### src/rtl/neighbor_table_with_expiry_unit_defines.svh
// ----------------------------------------------------------------------------
// Neighbor table assertion macros
// Shared assertion wrappers for the neighbor table RTL.
// ----------------------------------------------------------------------------
`ifndef NEIGHBOR_TABLE_WITH_EXPIRY_UNIT_DEFINES_SVH
`define NEIGHBOR_TABLE_WITH_EXPIRY_UNIT_DEFINES_SVH
`ifndef ASSERT_OFF
`define NTE_ASSERT(label, clk, rst_n, prop, msg) \
	label: assert property (@(posedge clk) disable iff (!rst_n) prop) else $error(msg);
`define NTE_ASSERT_NEXT(label, clk, rst_n, ante, cons, msg) \
	label: assert property (@(posedge clk) disable iff (!rst_n) ante |=> cons) else $error(msg);
`else
`define NTE_ASSERT(label, clk, rst_n, prop, msg)
`define NTE_ASSERT_NEXT(label, clk, rst_n, ante, cons, msg)
`endif
`endif

### src/rtl/nte_pkg.sv
// ----------------------------------------------------------------------------
// Neighbor table package
// Types, constants and codes shared by the neighbor table modules.
// ----------------------------------------------------------------------------
`default_nettype none
package nte_pkg;
	localparam int TABLE_DEPTH = 16;
	localparam int IDX_W = $clog2(TABLE_DEPTH);
	localparam logic [15:0] PURGE_INTERVAL_RST = 16'd1000;

	typedef enum logic [1:0] {
		FUNC_TICK   = 2'd0,
		FUNC_UPDATE = 2'd1,
		FUNC_QUERY  = 2'd2,
		FUNC_NONE   = 2'd3
	} func_t;

	typedef enum logic {
		REG_PURGE_INTERVAL = 1'b0,
		REG_REPORT_LOST    = 1'b1
	} reg_idx_t;

	typedef enum logic [2:0] {
		ST_IDLE,
		ST_LOOK,
		ST_PURGE,
		ST_FINISH
	} state_t;

	// Control broadcast from the sequencer to every cell.
	typedef struct packed {
		logic        purge;
		logic        refresh;
		logic [31:0] now;
		logic [31:0] addr;
		logic [31:0] fresh;
	} cell_ctrl_t;

	typedef struct packed {
		logic        valid;
		logic        hit;
		logic        expired;
		logic [31:0] addr;
		logic [31:0] expiry;
	} cell_stat_t;

	function automatic logic time_before(input logic [31:0] a, input logic [31:0] b);
		logic [31:0] d;
		d = a - b;
		return d[31];
	endfunction
endpackage
`default_nettype wire

### src/rtl/nte_cell.sv
// ----------------------------------------------------------------------------
// Neighbor table cell
// One table entry: compares its address, refreshes its expiry, and loads or
// clears itself under the sequencer's control.
// ----------------------------------------------------------------------------
`default_nettype none
module nte_cell (
	input  wire                     clk,
	input  wire                     arst_n,
	input  nte_pkg::cell_ctrl_t     ctrl,
	input  wire                     load,
	input  wire                     kill,
	input  wire  [63:0]             geohash_in,
	input  wire  [15:0]             heading_in,
	output nte_pkg::cell_stat_t     stat
);
	import nte_pkg::*;

	logic        valid_q;
	logic [31:0] addr_q;
	logic [31:0] expiry_q;
	logic [63:0] geohash_q;
	logic [15:0] heading_q;

	always_ff @(posedge clk or negedge arst_n) begin
		if (!arst_n) begin
			valid_q <= 1'b0;
		end else if (load) begin
			valid_q <= 1'b1;
		end else if (kill) begin
			valid_q <= 1'b0;
		end
	end

	always_ff @(posedge clk) begin
		if (load) begin
			addr_q    <= ctrl.addr;
			expiry_q  <= ctrl.fresh;
			geohash_q <= geohash_in;
			heading_q <= heading_in;
		end else if (ctrl.refresh && stat.hit && time_before(expiry_q, ctrl.fresh)) begin
			expiry_q <= ctrl.fresh;
		end
	end

	always_comb begin
		stat.valid   = valid_q;
		stat.hit     = valid_q && (addr_q == ctrl.addr);
		stat.expired = valid_q && time_before(expiry_q, ctrl.now);
		stat.addr    = addr_q;
		stat.expiry  = expiry_q;
	end

	// Stored location data is kept for a future read path.
	logic unused_ok;
	assign unused_ok = ^{geohash_q, heading_q, ctrl.purge};
endmodule
`default_nettype wire

### src/rtl/nte_seq.sv
// ----------------------------------------------------------------------------
// Neighbor table sequencer
// Holds time, the purge countdown and configuration; walks the cells during a
// purge and drives the result ports.
// ----------------------------------------------------------------------------
`default_nettype none
module nte_seq (
	input  wire                     clk,
	input  wire                     arst_n,
	input  wire                     start,
	output logic                    busy,
	input  wire  [1:0]              func,
	input  wire  [31:0]             neighbor_addr,
	input  wire  [15:0]             hold_time,
	input  wire                     cfg_valid,
	output logic                    cfg_ready,
	input  wire                     cfg_index,
	input  wire  [15:0]             cfg_data,
	input  nte_pkg::cell_stat_t     stat [nte_pkg::TABLE_DEPTH],
	output nte_pkg::cell_ctrl_t     ctrl,
	output logic [nte_pkg::TABLE_DEPTH-1:0] load,
	output logic [nte_pkg::TABLE_DEPTH-1:0] kill,
	output logic                    strobe,
	output logic                    kind,
	output logic [31:0]             lost_addr,
	output logic                    found,
	output logic [31:0]             time_left,
	output logic                    table_full,
	output logic                    last
);
	import nte_pkg::*;

	state_t      state_q, state_d;
	func_t       func_q;
	logic [31:0] addr_q, fresh_q, now_q;
	logic [15:0] countdown_q, interval_q;
	logic        report_q;
	logic [IDX_W-1:0] ptr_q;
	logic        ptr_end;
	logic [TABLE_DEPTH-1:0] hit_v, valid_v;
	logic        any_hit;
	logic [IDX_W-1:0] hit_idx, free_idx;
	logic        any_free;
	logic        cur_exp;

	always_comb begin
		hit_idx  = '0;
		free_idx = '0;
		any_free = 1'b0;
		for (int i = TABLE_DEPTH - 1; i >= 0; i--) begin
			hit_v[i]   = stat[i].hit;
			valid_v[i] = stat[i].valid;
			if (stat[i].hit) hit_idx = IDX_W'(i);
			if (!stat[i].valid) begin
				free_idx = IDX_W'(i);
				any_free = 1'b1;
			end
		end
		any_hit = |hit_v;
	end

	assign ptr_end = (ptr_q == IDX_W'(TABLE_DEPTH - 1));
	assign cur_exp = stat[ptr_q].expired;
	assign busy = (state_q != ST_IDLE);
	assign cfg_ready = (state_q == ST_IDLE) && !start;

	always_comb begin
		ctrl.purge   = (state_q == ST_PURGE);
		ctrl.refresh = (state_q == ST_LOOK) && (func_q == FUNC_UPDATE);
		ctrl.now     = now_q;
		ctrl.addr    = addr_q;
		ctrl.fresh   = fresh_q;
	end

	always_comb begin
		state_d = state_q;
		case (state_q)
			ST_IDLE: begin
				if (start) state_d = ST_LOOK;
			end
			ST_LOOK: begin
				case (func_q)
					FUNC_TICK:   state_d = (countdown_q <= 16'd1) ? ST_PURGE : ST_FINISH;
					FUNC_UPDATE: state_d = any_hit ? ST_FINISH : ST_PURGE;
					FUNC_QUERY:  state_d = ST_PURGE;
					default:     state_d = ST_FINISH;
				endcase
			end
			ST_PURGE: begin
				if (ptr_end) state_d = ST_FINISH;
			end
			ST_FINISH: state_d = ST_IDLE;
			default: state_d = ST_IDLE;
		endcase
	end

	always_comb begin
		load = '0;
		kill = '0;
		if (state_q == ST_PURGE && cur_exp) kill[ptr_q] = 1'b1;
		if (state_q == ST_FINISH && func_q == FUNC_UPDATE && !any_hit && any_free)
			load[free_idx] = 1'b1;
	end

	always_ff @(posedge clk or negedge arst_n) begin
		if (!arst_n) begin
			state_q     <= ST_IDLE;
			now_q       <= '0;
			countdown_q <= PURGE_INTERVAL_RST;
			interval_q  <= PURGE_INTERVAL_RST;
			report_q    <= 1'b1;
			ptr_q       <= '0;
			strobe      <= 1'b0;
		end else begin
			state_q <= state_d;
			strobe  <= 1'b0;
			if (cfg_valid && cfg_ready) begin
				case (reg_idx_t'(cfg_index))
					REG_PURGE_INTERVAL: interval_q <= cfg_data;
					REG_REPORT_LOST:    report_q   <= cfg_data[0];
					default: ;
				endcase
			end
			if (state_q == ST_IDLE && start && func_t'(func) == FUNC_TICK) begin
				now_q <= now_q + 32'd1;
			end
			if (state_q == ST_LOOK && func_q == FUNC_TICK && countdown_q > 16'd1) begin
				countdown_q <= countdown_q - 16'd1;
			end
			if (state_q == ST_LOOK) ptr_q <= '0;
			if (state_q == ST_PURGE) begin
				ptr_q <= ptr_q + IDX_W'(1);
				if (ptr_end) countdown_q <= interval_q;
				if (cur_exp && report_q) strobe <= 1'b1;
			end
			if (state_q == ST_FINISH) strobe <= 1'b1;
		end
	end

	always_ff @(posedge clk) begin
		if (state_q == ST_IDLE && start) begin
			func_q  <= func_t'(func);
			addr_q  <= neighbor_addr;
			fresh_q <= now_q + 32'(hold_time) + ((func_t'(func) == FUNC_TICK) ? 32'd1 : 32'd0);
		end
		if (state_q == ST_PURGE) begin
			kind       <= 1'b0;
			lost_addr  <= stat[ptr_q].addr;
			found      <= 1'b0;
			time_left  <= '0;
			table_full <= 1'b0;
			last       <= 1'b0;
		end
		if (state_q == ST_FINISH) begin
			kind       <= 1'b1;
			lost_addr  <= '0;
			found      <= (func_q == FUNC_QUERY) && any_hit;
			time_left  <= ((func_q == FUNC_QUERY) && any_hit) ?
				(stat[hit_idx].expiry - now_q) : 32'd0;
			table_full <= (func_q == FUNC_UPDATE) && !any_hit && !any_free;
			last       <= 1'b1;
		end
	end

	logic unused_ok;
	assign unused_ok = ^valid_v;
endmodule
`default_nettype wire

### src/rtl/neighbor_table_with_expiry_unit.sv
// ----------------------------------------------------------------------------
// Neighbor table with expiry
// Sixteen entry neighbor table with aging, purge and link-lost reporting.
// ----------------------------------------------------------------------------
// Channel   Direction  Handshake            Payload
// item      in         start / busy         func, neighbor_addr, hold_time,
//                                           geohash, heading
// result    out        strobe, no stall     kind, lost_addr, found, time_left,
//                                           table_full, last
// config    in         cfg_valid/cfg_ready  cfg_index, cfg_data
//
// Updates that hit and ticks that do not purge skip the cell walk and go from LOOK to FINISH.
// A purge steps one cell per cycle, visiting all TABLE_DEPTH cells in order.
// Each link-lost transfer leaves during the cell walk; the status transfer ends it.
// Reset clears all entries, time, and loads the default configuration.
// The receiver cannot stall; configuration is taken only while idle.
`default_nettype none
`include "neighbor_table_with_expiry_unit_defines.svh"
module neighbor_table_with_expiry_unit (
	input  wire         clk,
	input  wire         arst_n,
	input  wire         start,
	output logic        busy,
	input  wire  [1:0]  func,
	input  wire  [31:0] neighbor_addr,
	input  wire  [15:0] hold_time,
	input  wire  [63:0] geohash,
	input  wire  [15:0] heading,
	input  wire         cfg_valid,
	output logic        cfg_ready,
	input  wire         cfg_index,
	input  wire  [15:0] cfg_data,
	output logic        strobe,
	output logic        kind,
	output logic [31:0] lost_addr,
	output logic        found,
	output logic [31:0] time_left,
	output logic        table_full,
	output logic        last
);
	import nte_pkg::*;

	cell_ctrl_t ctrl;
	cell_stat_t stat [TABLE_DEPTH];
	logic [TABLE_DEPTH-1:0] load, kill;
	logic [63:0] geohash_q;
	logic [15:0] heading_q;

	always_ff @(posedge clk) begin
		if (start && !busy) begin
			geohash_q <= geohash;
			heading_q <= heading;
		end
	end

	for (genvar g = 0; g < TABLE_DEPTH; g++) begin : g_cell
		nte_cell u_cell (
			.clk(clk), .arst_n(arst_n), .ctrl(ctrl), .load(load[g]), .kill(kill[g]),
			.geohash_in(geohash_q), .heading_in(heading_q), .stat(stat[g])
		);
	end

	nte_seq u_seq (
		.clk(clk), .arst_n(arst_n), .start(start), .busy(busy), .func(func),
		.neighbor_addr(neighbor_addr), .hold_time(hold_time),
		.cfg_valid(cfg_valid), .cfg_ready(cfg_ready), .cfg_index(cfg_index),
		.cfg_data(cfg_data), .stat(stat), .ctrl(ctrl), .load(load), .kill(kill),
		.strobe(strobe), .kind(kind), .lost_addr(lost_addr), .found(found),
		.time_left(time_left), .table_full(table_full), .last(last)
	);

	`NTE_ASSERT(a_onehot_load, clk, arst_n, $onehot0(load), "more than one cell loaded")
	`NTE_ASSERT(a_cfg_idle, clk, arst_n, !(cfg_ready && busy), "config taken while busy")
	`NTE_ASSERT(a_last_ends, clk, arst_n, strobe && last |-> !busy, "busy during final status")
	`NTE_ASSERT_NEXT(a_accept_busy, clk, arst_n, start && !busy, busy, "idle after accept")
endmodule
`default_nettype wire

### config.mk
export PLATFORM = sky130hd
export DESIGN_NAME = neighbor_table_with_expiry_unit
export DESIGN_NICKNAME = d
export VERILOG_FILES = /design/src/rtl/nte_pkg.sv /design/src/rtl/nte_cell.sv /design/src/rtl/nte_seq.sv /design/src/rtl/neighbor_table_with_expiry_unit.sv
export VERILOG_INCLUDE_DIRS = /design/src /design/src/rtl
export SDC_FILE = /design/constraint.sdc
export NUM_CORES = 2
export LEC_CHECK = 0
export BUFFER_PORTS_ARGS = -buffer_cell sky130_fd_sc_hd__buf_2
export CORE_UTILIZATION = 45
export CTS_BUF_LIST = sky130_fd_sc_hd__clkbuf_8 sky130_fd_sc_hd__clkbuf_16
export CTS_CLUSTER_DIAMETER = 80
export DETAILED_ROUTE_END_ITERATION = 12
export SYNTH_ARGS = -nofsm -noshare
export SYNTH_HDL_FRONTEND = slang
export SYNTH_HIERARCHICAL = 1
export SYNTH_SLANG_ARGS = --single-unit
### constraint.sdc
create_clock -name clk -period 8.85 [get_ports clk]
set_clock_uncertainty 0.15 [all_clocks]
set_input_delay 1.77 -clock clk [delete_from_list [all_inputs] [get_ports clk]]
set_output_delay 1.77 -clock clk [all_outputs]
set_load 0.02 [all_outputs]
# Word-level counts from Yosys, hierarchy flattened
# Cells that the tools add are included.
# Widths: inputs -> output; s select.
# totals
input_bits	151
out_inout_bits	71
ff_bits	1246
# classes
n_reduce_logical	126
bitwise	3
order_cmp	8
mux	145
n_addsub	38
n_eq_ne	24
# op_table
cell	n
$mux 32	37
$sub 32x32->32	33
$bmux 67 s4	2
$eq 32x32->1	16
$mux 4	34
$mux 65	2
$logic_and 1x1->1	81
$mux 16	5
$reduce_bool 2->1	34
$mux 1	59
$add 32x1->32 const B	1
$add 32x16->32	1
$add 32x32->32	1
$pmux 3 s3	2
$gt 16x1->1 const B	1
$le 16x1->1 const B	1
$reduce_or 16->1	1
$sub 16x1->16 const B	1
$ge 5x5->1 const B	2
$lt 4x5->1 const B	2
$not 4->5	2
$demux 1 s4	2
$ge 4x1->1 const B	2
$eq 3x2->1 const B	2
14 further kinds	20

# Depth between registers and ports, before layout
# logic_depth
word_depth	25
depth_mapped	27
mapped_depth_nobuf	26

# Hierarchy
# The synthesis kept the hierarchy.
# modules_own_cells
module	area_each_um2	seq_area_each_um2	cells_each	instances
nte_cell	3926.3	1946.9	338	16
nte_seq	18670.4	5481.5	1571	1
neighbor_table_with_expiry_unit	2416.1	2402.3	81	1

# Least setup slack after synthesis
# OpenSTA, ideal clock, no wires.
# synth_timing
path_kind	register -> register
startpoint	register u_seq.addr_q[15]
endpoint	register g_cell[1].u_cell.expiry_q[0] (enable)
t_arrival_ns	5.847
required_time_ns	8.310
path_stages_with_launch	9
path_slack_ns	2.463
cell_sequence	edfxtp_1 > a222oi_1 > nor3b_2 > nor4_2 > nand2_1 > nor2_1 > nand4_1 > nor3b_1 > a41o_1
# synth_rtl
element	line_no	rtl
start, declared	nte_seq.sv:35	logic [31:0] addr_q, fresh_q, now_q;
start signal, assigned	nte_seq.sv:143	addr_q <= neighbor_addr;
end signal, assigned	nte_cell.sv:38	expiry_q <= ctrl.fresh;
end signal, assigned	nte_cell.sv:42	expiry_q <= ctrl.fresh;
end, declared	nte_cell.sv:21	logic [31:0] expiry_q;

==> impl_metrics.xml <==
<?xml version="1.0" encoding="UTF-8"?>
<metrics>
  <group name="placed_design">
    <metric name="port-buffer-count" unit="">141</metric>
    <metric name="place_congestion" unit="">0.944</metric>
    <metric name="place_ws" unit="ns">0.658</metric>
    <metric name="hpwlAfterDp" unit="um">179000</metric>
  </group>
  <group name="detailed_routing">
    <metric name="remaining_drc_errors" unit="">0</metric>
    <metric name="postRouteAntennaNets" unit="">0</metric>
    <metric name="dr.pass1.iters" unit="">7</metric>
    <metric name="vias_per_cell" unit="">5.86</metric>
    <metric name="wl_per_cell" unit="um">24.9</metric>
    <metric name="postRouteWirelength" unit="um">245000</metric>
    <metric name="routed-via-count" unit="">57600</metric>
    <metric name="initialDrtViolationCount" unit="">4992</metric>
  </group>
  <group name="sta">
    <metric name="post-route-period-util" unit="">0.936</metric>
    <metric name="timing.final.hold_violations" unit="">0</metric>
    <metric name="finalWorstPathRequiredPeriod" unit="ns">8.28</metric>
    <metric name="grt_setup_unrepaired" unit="">no</metric>
    <metric name="finalSetupTns" unit="ns">0</metric>
    <metric name="finalWorstSetupSlack" unit="ns">0.567</metric>
    <metric name="worst_tran_pin_value" unit="ns">1.20</metric>
    <metric name="final-setup-viol-count" unit="">0</metric>
    <metric name="fmax" unit="GHz">0.121</metric>
    <metric name="maxSlewHeadroom" unit="">0.196</metric>
    <metric name="final-max-slew-violation-count" unit="">0</metric>
    <metric name="holdWs" unit="ns">0.336</metric>
  </group>
  <group name="floorplan">
    <metric name="die-width" unit="um">428</metric>
    <metric name="row_count" unit="">155</metric>
    <metric name="fp.dieArea" unit="mm2">0.183</metric>
    <metric name="die_span_y" unit="um">428</metric>
    <metric name="placeableCoreArea" unit="mm2">0.179</metric>
    <metric name="floorplan.initialDensity" unit="">0.455</metric>
    <metric name="io_pins" unit="">222</metric>
  </group>
  <group name="power">
    <metric name="leak" unit="nW">37.8</metric>
    <metric name="vdd.ir_drop.worst" unit="mV">0.208</metric>
    <metric name="power_per_cell_area" unit="mW/mm2">204</metric>
  </group>
  <group name="clock_network">
    <metric name="tritoncts.num_buffers" unit="">150</metric>
    <metric name="cts.path.max_buffers" unit="">3</metric>
    <metric name="cts_max_level" unit="">4</metric>
    <metric name="hold_fix_buffer_count_after_cts" unit="">0</metric>
    <metric name="clk_pin_slew" unit="ns">0.06</metric>
    <metric name="clock_sinks" unit="">1245</metric>
    <metric name="post-cts-setup-buffer-count" unit="">0</metric>
    <metric name="clk-insertion-delay-late" unit="ns">0.84</metric>
    <metric name="cts.root.buffer_cell" unit="">clkbuf_16</metric>
    <metric name="tritoncts" unit="">yes</metric>
    <metric name="cts_resized" unit="">0</metric>
  </group>
  <group name="finish">
    <metric name="fillers" unit="">15600</metric>
    <metric name="antennaDiodeCount" unit="">0</metric>
    <metric name="fin_util" unit="">0.509</metric>
    <metric name="synthesis_to_finish_area_growth" unit="%">12.0</metric>
    <metric name="finish.net_count" unit="">8512</metric>
    <metric name="layout-drive-gt1-share" unit="">0.141</metric>
  </group>
  <group name="grt">
    <metric name="grt_first_pass_wirelength" unit="um">362000</metric>
    <metric name="grt_usage" unit="">0.267</metric>
    <metric name="grt_antenna_before_repair" unit="">3</metric>
    <metric name="gr-total-overflow" unit="">0</metric>
    <metric name="grt_max_degree" unit="">68</metric>
    <metric name="first_global_vias" unit="">56900</metric>
  </group>
  <group name="setup_path">
    <metric name="launching_element_of_the_worst_setup_path" unit="">u_seq/addr_q[18]$_DFFE_PP_</metric>
    <metric name="cp_data_required_time" unit="ns">9.28</metric>
    <metric name="rr_endpoint" unit="">u_seq/time_left[30]$_SDFFCE_PN0P_</metric>
    <metric name="timing.critical_path.slowest_cell_delay" unit="ns">0.75</metric>
    <metric name="crit_type" unit="">reg2reg</metric>
    <metric name="cp_data_arrival_time" unit="ns">8.71</metric>
    <metric name="worst-path-max-fanout" unit="">20</metric>
    <metric name="startpoint_type" unit="">flop</metric>
    <metric name="critPathCapture" unit="">u_seq/time_left[30]$_SDFFCE_PN0P_</metric>
    <metric name="worst-r2r-setup-slack" unit="ns">0.57</metric>
    <metric name="worstRegToRegCells" unit="">25</metric>
    <metric name="timing.critical_path.to_type" unit="">flop</metric>
    <metric name="critical_path.slowest_cell" unit="">nor4_1</metric>
    <metric name="worst_r2r_src" unit="">u_seq/addr_q[18]$_DFFE_PP_</metric>
  </group>
  <group name="worst_hold_path">
    <metric name="hold_start" unit="">u_seq/lost_addr[10]$_SDFFE_PP0P_</metric>
    <metric name="hold_depth" unit="">2</metric>
    <metric name="worstHoldPathType" unit="">reg2reg</metric>
  </group>
  <group name="synth">
    <metric name="synth_nets" unit="">8150</metric>
    <metric name="postSynthCellCount" unit="">6979</metric>
    <metric name="postSynthAreaPerCell" unit="um2">11.7</metric>
    <metric name="syn_area" unit="mm2">0.0815</metric>
    <metric name="yosysWarningCount" unit="">6</metric>
  </group>
  <group name="flow_run">
    <metric name="cap_violations" unit="">0</metric>
  </group>
  <group name="run_status">
    <metric name="status" unit="">completed</metric>
  </group>
</metrics>
-- state kept, by name (all words and copies together), names as in the netlist --
register / count
u_seq/last: 1
u_seq/lost_addr: 32
u_seq/report_q: 1
u_seq/state_q: 2
u_seq/now_q: 32
u_seq/time_left: 32
u_seq/strobe: 1
g_cell.u_cell/addr_q: 512
u_seq/table_full: 1
u_seq/interval_q: 16
g_cell.u_cell/valid_q: 16
g_cell.u_cell/expiry_q: 512
u_seq/addr_q: 32
u_seq/countdown_q: 16
u_seq/ptr_q: 4
u_seq/fresh_q: 32
u_seq/found: 1
u_seq/func_q: 2
-- layer usage --
metal | up-vias | wire, um | share of wire | global-route usage
li1 | 26400 | - | - | -
met1 | 28900 | 104000 | 0.42 | 0.359
met5 | - | 0 | 0 | 0
met2 | 1872 | 115000 | 0.47 | 0.431
met3 | 407 | 14700 | 0.060 | 0.0373
met4 | 0 | 11100 | 0.045 | 0.115
-- critical path, delay by kind of cell, from the launching register on --
family | cells | cell delay [ns]
AOI/OAI and AO/OA | 10 | 2.81
and+or+nand+nor | 8 | 2.58
buffers and inverters | 3 | 0.74
DFF | 1 | 0.54
muxes | 1 | 0.47
xor gates and xnor gates | 2 | 0.35
adders and majority gates | 1 | 0.34
-- layout by cell type, fill, tap and decap left out, drive strengths merged, types with 75 or more instances in the layout --
cell type / count
xnor2: 384
a21oi: 484
clkbuf: 161
edfxtp: 1124
buf: 333
nand4: 223
dfrtp: 75
mux4: 289
nor2: 250
xor2: 196
ha: 1017
nor4: 109
inv: 1168
nand2: 407
a21o: 101
o21ai: 213
-- how the worst min path moves through the flow --
stage                                                         end  slack, ns
after detailed placement          u_seq/lost_addr[2]$_SDFFE_PP0P_       0.33
final                            u_seq/lost_addr[10]$_SDFFE_PP0P_       0.34
after global routing              u_seq/lost_addr[0]$_SDFFE_PP0P_       0.35
after global placement    g_cell[13].u_cell/expiry_q[5]$_DFFE_PP_       0.32
after CTS                         u_seq/lost_addr[2]$_SDFFE_PP0P_       0.34
after floorplan                    u_seq/countdown_q[1]$_DFF_PN0_       0.33
-- final cells by class --
type                            instances  area (um2)  share of cell area
Multi-Input combinational cell       4476       40100               0.440
Timing Repair Buffer                  333        2220              0.0244
Clock buffer                          161        3930              0.0430
Tap cell                             2355        2950              0.0323
Clock inverter                        119        1120              0.0123
Inverter                             1135        4260              0.0467
Sequential cell                      1245       36600               0.402
-- power by group --
| group | leakage [nW] | total (W) | switching, W | internal [W] |
|---|---|---|---|---|
| sequential | 11.6 | 0.00729 | 0.000279 | 0.00701 |
| combinational | 23.7 | 0.00513 | 0.00319 | 0.00194 |
| clock | 2.54 | 0.00622 | 0.00267 | 0.00354 |
| total | 37.8 | 0.0186 | 0.00615 | 0.0125 |
-- stage by stage --
step	area [um2]	power, W	cells
finish	91300	0.0186	9824
global route	91300	0.0195	9824
CTS	91300	0.0188	9824
detailed placement	86200	0.0125	9544
global placement	86200	0.0124	9544
floorplan	81500	0.0108	6979
Power figures use the tool's default switching activity.
